$ cat src/rtl/core/vas_pkg.sv
package vas_pkg;

  // Default width of the autorotation second counter
  localparam int unsigned ROTATION_BITS_DEF = 25;

  // Item function codes
  localparam logic [1:0] FUNC_TICK  = 2'd0;
  localparam logic [1:0] FUNC_OPEN  = 2'd1;
  localparam logic [1:0] FUNC_CLOSE = 2'd2;
  localparam logic [1:0] FUNC_MODE  = 2'd3;

  // Work mode codes
  localparam logic [1:0] MODE_NONE      = 2'd0;
  localparam logic [1:0] MODE_NORMAL    = 2'd1;
  localparam logic [1:0] MODE_UNIVERSAL = 2'd2;

  // Alarm state codes
  localparam logic [1:0] ALARM_ACTIVE  = 2'd1;
  localparam logic [1:0] ALARM_CLEARED = 2'd2;

  // Configuration register indexes
  localparam int unsigned CFG_IDX_W = 3;
  localparam logic [CFG_IDX_W-1:0] CFG_WORK_DRIVE     = 3'd0;
  localparam logic [CFG_IDX_W-1:0] CFG_EXERCISE_DRIVE = 3'd1;
  localparam logic [CFG_IDX_W-1:0] CFG_GAP            = 3'd2;
  localparam logic [CFG_IDX_W-1:0] CFG_SETTLE         = 3'd3;
  localparam logic [CFG_IDX_W-1:0] CFG_INTERVAL       = 3'd4;

  localparam int unsigned CFG_DATA_W = 24;

  // Configuration reset values
  localparam logic [7:0]  WORK_DRIVE_RST     = 8'd120;
  localparam logic [7:0]  EXERCISE_DRIVE_RST = 8'd25;
  localparam logic [7:0]  GAP_RST            = 8'd1;
  localparam logic [7:0]  SETTLE_RST         = 8'd1;
  localparam logic [23:0] INTERVAL_RST       = 24'd1209600;

  // Width of interval + exercise drive + two gaps
  localparam int unsigned REOPEN_W = 26;

  typedef struct packed {
    logic [1:0] func;
    logic [1:0] new_mode;
    logic [1:0] alarm_state;
  } vas_in_t;

  typedef struct packed {
    logic power_relay;
    logic control_relay;
    logic is_opening;
    logic is_opened;
    logic is_closing;
    logic is_closed;
    logic move_allowed;
    logic exercising;
  } vas_out_t;

  typedef struct packed {
    logic opening;
    logic opened;
    logic closing;
    logic closed;
  } vas_pos_t;

endpackage

$ cat src/rtl/core/valve_actuator_sequencer.sv
// Channel  | Direction | Handshake               | Word
// in_      | in        | in_valid / in_stall     | vas_in_t: func, new_mode, alarm_state
// out_     | out       | out_valid / out_stall   | vas_out_t: relays, position, status
// cfg_     | in        | cfg_valid / cfg_ready   | cfg_index (3 bit), cfg_data (24 bit)
//
// One word is taken per cycle; its result appears in the output register on the
// next cycle. Each word is handled in a single pass of logic from the state
// registers to the state and result registers.
// Input is stalled only while a held result is itself stalled.
// Synchronous active-low reset clears all state but the output data register and loads configuration defaults.
module valve_actuator_sequencer
  import vas_pkg::*;
#(
  parameter int unsigned ROTATION_BITS = ROTATION_BITS_DEF
) (
  input  logic                  clk,
  input  logic                  rst_n,
  input  logic                  in_valid,
  output logic                  in_stall,
  input  vas_in_t               in_data,
  output logic                  out_valid,
  input  logic                  out_stall,
  output vas_out_t              out_data,
  input  logic                  cfg_valid,
  output logic                  cfg_ready,
  input  logic [CFG_IDX_W-1:0]  cfg_index,
  input  logic [CFG_DATA_W-1:0] cfg_data
);

  localparam int unsigned CMP_W = (ROTATION_BITS > REOPEN_W) ? ROTATION_BITS + 1 : REOPEN_W + 1;

  // Configuration
  logic [7:0]  work_drive_r, exercise_drive_r, gap_r, settle_r;
  logic [23:0] interval_r;

  // Sequencer state
  logic [1:0]               mode_r, mode_nxt;
  vas_pos_t                 pos_r, pos_nxt;
  logic                     pwr_r, pwr_nxt;
  logic                     ctl_r, ctl_nxt;
  logic [7:0]               power_tmr_r, power_tmr_nxt;
  logic [9:0]               control_tmr_r, control_tmr_nxt;
  logic [7:0]               gap_tmr_r, gap_tmr_nxt;
  logic [7:0]               settle_tmr_r, settle_tmr_nxt;
  logic                     move_ok_r, move_ok_nxt;
  logic [ROTATION_BITS-1:0] rot_r, rot_nxt;
  logic                     exercise_r, exercise_nxt;

  // Output register
  logic     out_valid_r, out_valid_nxt;
  vas_out_t out_data_r, out_data_nxt;

  logic                in_accept;
  logic                alarm_act, alarm_clr, do_close, ex_enabled;
  logic [REOPEN_W-1:0] reopen_at;
  logic [CMP_W-1:0]    rot_ext, reopen_ext, interval_ext;

  assign cfg_ready = 1'b1;
  assign in_stall  = out_valid_r & out_stall;
  assign in_accept = in_valid & ~in_stall;
  assign out_valid = out_valid_r;
  assign out_data  = out_data_r;

  assign alarm_act = (in_data.alarm_state == ALARM_ACTIVE);
  assign alarm_clr = (in_data.alarm_state == ALARM_CLEARED);
  assign do_close  = alarm_act | (in_data.func == FUNC_CLOSE);

  assign reopen_at = REOPEN_W'(interval_r) + REOPEN_W'(exercise_drive_r)
                   + REOPEN_W'({gap_r, 1'b0});
  assign reopen_ext   = CMP_W'(reopen_at);
  assign interval_ext = CMP_W'(interval_r);

  always_comb begin
    mode_nxt        = mode_r;
    pos_nxt         = pos_r;
    pwr_nxt         = pwr_r;
    ctl_nxt         = ctl_r;
    power_tmr_nxt   = power_tmr_r;
    control_tmr_nxt = control_tmr_r;
    gap_tmr_nxt     = gap_tmr_r;
    settle_tmr_nxt  = settle_tmr_r;
    move_ok_nxt     = move_ok_r;
    rot_nxt         = rot_r;
    exercise_nxt    = exercise_r;
    ex_enabled      = 1'b0;
    rot_ext         = '0;

    // Tick: settle wait, rotation count, move timers
    if (in_data.func == FUNC_TICK) begin
      if (!move_ok_nxt) begin
        if (settle_tmr_nxt != 8'd0) settle_tmr_nxt = settle_tmr_nxt - 8'd1;
        else move_ok_nxt = 1'b1;
      end
      if (mode_nxt == MODE_NORMAL) begin
        if (!pos_nxt.closed && rot_nxt != {ROTATION_BITS{1'b1}}) begin
          rot_nxt = rot_nxt + ROTATION_BITS'(1);
        end
        if (!(pos_nxt.opening && pos_nxt.closing)) begin
          if (pos_nxt.opening && power_tmr_nxt != 8'd0) begin
            power_tmr_nxt = power_tmr_nxt - 8'd1;
            if (power_tmr_nxt == 8'd0) begin
              pwr_nxt      = 1'b0;
              pos_nxt      = '{opened: 1'b1, default: 1'b0};
              exercise_nxt = 1'b0;
            end
          end
          if (pos_nxt.closing) begin
            if (gap_tmr_nxt == 8'd0) begin
              if (power_tmr_nxt != 8'd0) begin
                pwr_nxt       = 1'b1;
                power_tmr_nxt = power_tmr_nxt - 8'd1;
              end else begin
                pwr_nxt = 1'b0;
              end
            end else begin
              gap_tmr_nxt = gap_tmr_nxt - 8'd1;
            end
            if (control_tmr_nxt != 10'd0) begin
              control_tmr_nxt = control_tmr_nxt - 10'd1;
              if (control_tmr_nxt == 10'd0) begin
                ctl_nxt = 1'b0;
                pos_nxt = '{closed: 1'b1, default: 1'b0};
              end
            end
          end
        end
      end
    end

    // Open request
    if (!alarm_act && in_data.func == FUNC_OPEN) begin
      if (pos_nxt.closing) begin
        pwr_nxt        = 1'b0;
        ctl_nxt        = 1'b0;
        pos_nxt        = '{opened: (mode_nxt == MODE_UNIVERSAL), default: 1'b0};
        move_ok_nxt    = 1'b0;
        settle_tmr_nxt = settle_r;
      end else if (mode_nxt == MODE_NORMAL) begin
        if (!pos_nxt.opened && !pos_nxt.opening && move_ok_nxt) begin
          pos_nxt       = '{opening: 1'b1, default: 1'b0};
          pwr_nxt       = 1'b1;
          ctl_nxt       = 1'b0;
          power_tmr_nxt = work_drive_r;
        end
      end else if (mode_nxt == MODE_UNIVERSAL) begin
        if (!pos_nxt.opened && move_ok_nxt) begin
          pos_nxt = '{opened: 1'b1, default: 1'b0};
          pwr_nxt = 1'b0;
          ctl_nxt = 1'b0;
        end
      end
    end

    // Close request, also forced by an active alarm
    if (do_close && (alarm_act || in_data.func != FUNC_TICK)) begin
      if (pos_nxt.opening) begin
        pwr_nxt        = 1'b0;
        ctl_nxt        = 1'b0;
        pos_nxt        = '{opened: (mode_nxt == MODE_UNIVERSAL), default: 1'b0};
        move_ok_nxt    = 1'b0;
        settle_tmr_nxt = settle_r;
      end else if (mode_nxt == MODE_NORMAL) begin
        if (!pos_nxt.closing && !pos_nxt.closed && move_ok_nxt) begin
          pos_nxt         = '{closing: 1'b1, default: 1'b0};
          pwr_nxt         = 1'b0;
          ctl_nxt         = 1'b1;
          control_tmr_nxt = 10'(gap_r) + 10'(work_drive_r) + 10'(gap_r);
          power_tmr_nxt   = work_drive_r;
          gap_tmr_nxt     = gap_r;
          rot_nxt         = '0;
        end
      end else if (mode_nxt == MODE_UNIVERSAL) begin
        if ((!pos_nxt.closed && move_ok_nxt) || alarm_act) begin
          pos_nxt = '{closed: 1'b1, default: 1'b0};
          pwr_nxt = 1'b1;
          ctl_nxt = 1'b0;
        end
      end
    end

    // Mode change: select and stop
    if (!alarm_act && in_data.func == FUNC_MODE &&
        (in_data.new_mode == MODE_NORMAL || in_data.new_mode == MODE_UNIVERSAL) &&
        in_data.new_mode != mode_nxt) begin
      mode_nxt       = in_data.new_mode;
      pwr_nxt        = 1'b0;
      ctl_nxt        = 1'b0;
      pos_nxt        = '{opened: (mode_nxt == MODE_UNIVERSAL), default: 1'b0};
      move_ok_nxt    = 1'b0;
      settle_tmr_nxt = settle_r;
    end

    // Autorotation: reopen after the exercise close, then start a new one
    if (!alarm_act) begin
      ex_enabled = alarm_clr && (mode_nxt == MODE_NORMAL);
      rot_ext    = CMP_W'(rot_nxt);
      if (ex_enabled && rot_ext > reopen_ext && !pos_nxt.opened && !pos_nxt.opening) begin
        if (pos_nxt.closing) begin
          pwr_nxt        = 1'b0;
          ctl_nxt        = 1'b0;
          pos_nxt        = '{default: 1'b0};
          move_ok_nxt    = 1'b0;
          settle_tmr_nxt = settle_r;
        end else if (move_ok_nxt) begin
          pos_nxt       = '{opening: 1'b1, default: 1'b0};
          pwr_nxt       = 1'b1;
          ctl_nxt       = 1'b0;
          power_tmr_nxt = work_drive_r;
        end
        rot_nxt = '0;
      end
      rot_ext = CMP_W'(rot_nxt);
      if (ex_enabled && rot_ext > interval_ext && !pos_nxt.closed && !pos_nxt.closing) begin
        if (move_ok_nxt) begin
          pos_nxt         = '{closing: 1'b1, default: 1'b0};
          pwr_nxt         = 1'b0;
          ctl_nxt         = 1'b1;
          control_tmr_nxt = 10'(gap_r) + 10'(exercise_drive_r) + 10'(gap_r);
          power_tmr_nxt   = exercise_drive_r;
          gap_tmr_nxt     = gap_r;
        end
        exercise_nxt = 1'b1;
      end
    end

    out_data_nxt.power_relay   = pwr_nxt;
    out_data_nxt.control_relay = ctl_nxt;
    out_data_nxt.is_opening    = pos_nxt.opening;
    out_data_nxt.is_opened     = pos_nxt.opened;
    out_data_nxt.is_closing    = pos_nxt.closing;
    out_data_nxt.is_closed     = pos_nxt.closed;
    out_data_nxt.move_allowed  = move_ok_nxt;
    out_data_nxt.exercising    = exercise_nxt;
  end

  // Hold the result until taken; a fresh word replaces it
  always_comb begin
    if (in_accept) out_valid_nxt = 1'b1;
    else if (!out_stall) out_valid_nxt = 1'b0;
    else out_valid_nxt = out_valid_r;
  end

  always_ff @(posedge clk) begin
    if (!rst_n) begin
      work_drive_r     <= WORK_DRIVE_RST;
      exercise_drive_r <= EXERCISE_DRIVE_RST;
      gap_r            <= GAP_RST;
      settle_r         <= SETTLE_RST;
      interval_r       <= INTERVAL_RST;
    end else if (cfg_valid && cfg_ready) begin
      unique case (cfg_index)
        CFG_WORK_DRIVE:     work_drive_r     <= cfg_data[7:0];
        CFG_EXERCISE_DRIVE: exercise_drive_r <= cfg_data[7:0];
        CFG_GAP:            gap_r            <= cfg_data[7:0];
        CFG_SETTLE:         settle_r         <= cfg_data[7:0];
        CFG_INTERVAL:       interval_r       <= cfg_data;
        default: ;
      endcase
    end
  end

  always_ff @(posedge clk) begin
    if (!rst_n) begin
      mode_r        <= MODE_NONE;
      pos_r         <= '0;
      pwr_r         <= 1'b0;
      ctl_r         <= 1'b0;
      power_tmr_r   <= '0;
      control_tmr_r <= '0;
      gap_tmr_r     <= '0;
      settle_tmr_r  <= '0;
      move_ok_r     <= 1'b0;
      rot_r         <= '0;
      exercise_r    <= 1'b0;
      out_valid_r   <= 1'b0;
    end else begin
      out_valid_r <= out_valid_nxt;
      if (in_accept) begin
        mode_r        <= mode_nxt;
        pos_r         <= pos_nxt;
        pwr_r         <= pwr_nxt;
        ctl_r         <= ctl_nxt;
        power_tmr_r   <= power_tmr_nxt;
        control_tmr_r <= control_tmr_nxt;
        gap_tmr_r     <= gap_tmr_nxt;
        settle_tmr_r  <= settle_tmr_nxt;
        move_ok_r     <= move_ok_nxt;
        rot_r         <= rot_nxt;
        exercise_r    <= exercise_nxt;
      end
    end
  end

  always_ff @(posedge clk) begin
    if (in_accept) out_data_r <= out_data_nxt;
  end

  // At most one position flag at a time
  a_pos_onehot: assert property (@(posedge clk) disable iff (!rst_n)
    $onehot0({pos_r.opening, pos_r.opened, pos_r.closing, pos_r.closed}))
    else $error("more than one position flag set");

  // An opening move drives power alone
  a_opening_relays: assert property (@(posedge clk) disable iff (!rst_n)
    pos_r.opening |-> (pwr_r && !ctl_r))
    else $error("opening without power relay alone");

  // A closing move holds the direction relay
  a_closing_ctl: assert property (@(posedge clk) disable iff (!rst_n)
    pos_r.closing |-> ctl_r)
    else $error("closing without control relay");

  // Every accepted word yields a result on the next cycle
  a_accept_result: assert property (@(posedge clk) disable iff (!rst_n)
    in_accept |=> out_valid_r)
    else $error("accepted word gave no result");

  // Exercise flag only rises with an accepted word
  a_exercise_rise: assert property (@(posedge clk) disable iff (!rst_n)
    $rose(exercise_r) |-> $past(in_accept))
    else $error("exercise flag rose without a word");

endmodule

$ cat config.mk
export PLATFORM = sky130hd
export DESIGN_NAME = valve_actuator_sequencer
export DESIGN_NICKNAME = d
export VERILOG_FILES = /design/src/rtl/core/vas_pkg.sv /design/src/rtl/core/valve_actuator_sequencer.sv
export SDC_FILE = /design/constraint.sdc
export NUM_CORES = 1
export LEC_CHECK = 0
export BUFFER_PORTS_ARGS = -buffer_cell sky130_fd_sc_hd__clkbuf_2
export CAP_MARGIN = 20
export CORE_UTILIZATION = 36
export DETAILED_ROUTE_END_ITERATION = 8
export SYNTH_ARGS = -nofsm -noshare
export SYNTH_HDL_FRONTEND = slang
export SYNTH_SLANG_ARGS = --single-unit
export TNS_END_PERCENT = 1
$ cat constraint.sdc
create_clock -name clk -period 18.7 [get_ports clk]
set_clock_uncertainty 0.05 [all_clocks]
set_input_delay 0.935 -clock clk [delete_from_list [all_inputs] [get_ports clk]]
set_output_delay 0.935 -clock clk [all_outputs]
set_load 0.02 [all_outputs]
==> results.py <==
metrics = {
    "synth": {
        "ys_types": 81,
        "syn-cell-area_um2": 10500,
        "yosys_warnings": 0,
        "synthCells": 1400,
        "synth.ff_latch_count": 134,
        "ys_top_cells_by_area": "dfxtp_1 24%, ha_1 10%, nand2_1 8.4%",
        "ys_seq_area_share_pct": 26.2,
        "synth-edff-count": 8,
        "avgSynthCellArea_um2": 7.53,
        "synth-main-ff-cell": "dfxtp_1",
        "syn-num-nets": 1534,
        "yosys.area.top_type_share_pct": 23.9,
        "synth_top_area_cell": "dfxtp_1",
        "async_flop_share_pct": 0,
    },
    "place": {
        "dpl.hpwl_mm": 23.5,
        "port_buffers": 47,
        "place_congestion": 0.910,
    },
    "setup_path": {
        "startpoint": "gap_r[0]$_SDFFE_PN1P_",
        "reg2reg_depth": 35,
        "arrival_ns": 9.35,
        "critPathLaunchType": "register",
        "crit_path_top_delay_cell": "o21ai_0",
        "cp_max_fo": 43,
        "crit_type": "register to register",
        "crit_required_ns": 18.92,
        "r2r_start": "gap_r[0]$_SDFFE_PN1P_",
        "critical_path.max_stage_delay_ns": 0.53,
        "cp-end-kind": "register",
    },
    "timing": {
        "fin_tns_setup_ns": 0,
        "timing.slew.headroom_pct": 32.3,
        "tightest_slew_ns": 1.01,
        "setup_viol": 0,
        "finalHoldViolations": 0,
        "fin_crit_sh_pct": 48.8,
        "rsz0062_at_grt": "no",
        "drv_slew": 0,
        "period_minus_slack_ns": 9.12,
        "max_freq_mhz": 110,
    },
    "floorplanning": {
        "die_area_um2": 30000,
        "coreArea_um2": 28800,
        "initial_utilization_pct": 36.6,
        "die_w_um": 173,
        "io_pins": 49,
        "dieHeight_um": 173,
        "row_count": 62,
    },
    "layout": {
        "utilization_pct": 40.5,
        "area_growth_pct": 10.6,
        "antenna_cells": 0,
        "drive_gt1_share_pct": 8.39,
        "final_nets": 1539,
        "layout_common_cells": "234 x nand2_1, 136 x a21oi_1, 126 x dfxtp_1",
        "layout_commonest_cell": "nand2_1",
    },
    "grt": {
        "grt_start_max_net_pins": 81,
        "gr-total-overflow": 0,
        "antenna_found_initial": 0,
        "grt_pass1_vias": 9499,
        "grt_pass1_wl_mm": 51.4,
        "grt.total_usage_pct": 21.4,
    },
    "detailed_routing": {
        "routed_via_density": 5.64,
        "first_iter_violations": 928,
        "drtAntennaViolNets": 0,
        "dr.pass1.iters": 5,
        "wirelength_mm": 32.1,
        "drc": 0,
        "route.detailed.wl_per_inst_um": 17.8,
        "vias": 10200,
    },
    "power": {
        "p_leak_nw": 4.71,
        "vdd_ir_drop_max_v": 0.0000607,
        "power_density_nw_per_um2": 65.4,
    },
    "run": {
        "cap_viol_max_count": 0,
    },
    "hold_path": {
        "hold_depth": 2,
        "hold_class": "register to register",
        "timing.hold.worst.start": "settle_r[1]$_SDFFE_PN0P_",
    },
    "clocking": {
        "cts_root_buf": "clkbuf_16",
        "post-cts-setup-buffers": 0,
        "cts_tree": "yes",
        "clk_pin_slew_worst_paths_ns": 0.07,
        "cts_hold_buffers": 0,
        "cts_resized": 0,
        "cts.sinks": 134,
        "cts_buffers": 17,
        "cts_buffer_depth": 2,
        "clkLatencyLatePin_ns": 0.44,
        "cts-htree-levels": 4,
    },
    "run_status": {
        "status": "completed",
    },
}
path summary, 6_finish.rpt:
| kind | slack, ns | to |
|---|---|---|
| worst min register to register | 0.41 | settle_r[1]$_SDFFE_PN0P_ |
| worst min-delay path | 0.41 | settle_r[1]$_SDFFE_PN0P_ |
| worst max-delay path | 9.58 | gap_tmr_r[1]$_SDFFE_PN0P_ |
| worst max register to register | 9.58 | gap_tmr_r[1]$_SDFFE_PN0P_ |
flip-flops by register name, summed over array words and instances (netlist names):
register          flops
out_valid             1
settle_r              8
control_tmr_r        10
pos_r                 4
power_tmr_r           8
exercise_r            1
mode_r                2
out_data              8
rot_r                25
exercise_drive_r      8
move_ok_r             1
settle_tmr_r          8
work_drive_r          8
gap_tmr_r             8
interval_r           24
ctl_r                 1
pwr_r                 1
gap_r                 8
area by class of cell:
| type | instances | area, um^2 |
|---|---|---|
| Tap cell | 384 | 480 |
| Clock buffer | 17 | 425 |
| Sequential cell | 134 | 2760 |
| Multi-Input combinational cell | 1130 | 7250 |
| Timing Repair Buffer | 58 | 333 |
| Inverter | 64 | 240 |
| Clock inverter | 15 | 174 |
| Fill cell | 2980 | 17100 |
power by group:
group | leakage, nW | switching [W] | total [W] | internal (W)
registers | 1.10 | 0.0000133 | 0.000310 | 0.000297
logic | 3.32 | 0.0000686 | 0.000108 | 0.0000392
clock network | 0.287 | 0.000164 | 0.000345 | 0.000181
metal layers:
| metal | global-route usage (%) | up-vias | part of all wire, % |
|---|---|---|---|
| met2 | 32.8 | 257 | 43 |
| met3 | 3.03 | 38 | 4.8 |
| li1 | - | 5029 | - |
| met5 | 0 | - | 0 |
| met4 | 6.71 | 0 | 2.1 |
| met1 | 30.8 | 4843 | 50 |
critical path, delay by kind of cell, from the launching register on:
family,cells,cell delay [ns]
and+or+nand+nor,11,2.55
DFF,1,0.49
buffers and inverters,2,0.84
xor gates and xnor gates,1,0.12
AOI/OAI and AO/OA,16,3.13
adders and majority gates,5,1.78
cells by family (layout without fill, tap and decap cells):
| group | Yosys count | in the layout | synth area share, % |
|---|---|---|---|
| flip-flops | 134 | 134 | 26.2 |
| multiplexers | 25 | 25 | 2.41 |
| XOR/XNOR | 72 | 72 | 5.98 |
| adder cells (fa/ha/maj) | 96 | 96 | 12.1 |
| AO/OA/AOI/OAI | 363 | 363 | 22.3 |
| buffers and inverters | 136 | 154 | 5.27 |
| other | 1 | 1 | 0.0356 |
| AND/OR/NAND/NOR | 573 | 573 | 25.7 |
cells in the mapped netlist, types with 8 or more instances:
cell type	n
nor2_1	99
nand2b_1	19
clkbuf_1	54
nand3_1	45
dfxtp_1	126
xor2_1	25
a21oi_1	137
a31oi_1	22
nand2_1	235
nor2b_1	19
nand4_1	23
o211ai_1	16
ha_1	86
mux2i_1	22
or3_1	9
a21o_1	27
nor3_1	51
a211o_1	10
o2111ai_1	8
inv_1	62
edfxtp_1	8
o31ai_1	8
o21ai_0	57
nor4_1	10
a211oi_1	13
and3_1	20
xnor2_1	47
fa_1	10
through the flow:
step	hold WS (ns)	total power, W	instance area (um^2)	cells	setup WS, ns
global placement	0.395	0.000421	11000	1767	9.79
global route	0.433	0.000794	11700	1802	8.90
floorplan	0.382	0.000389	10500	1400	11.08
finish	0.413	0.000763	11700	1802	9.58
CTS	0.416	0.000767	11600	1800	9.60
detailed placement	0.406	0.000423	11000	1768	9.65
Note: power is estimated with default switching activity, not from simulation.
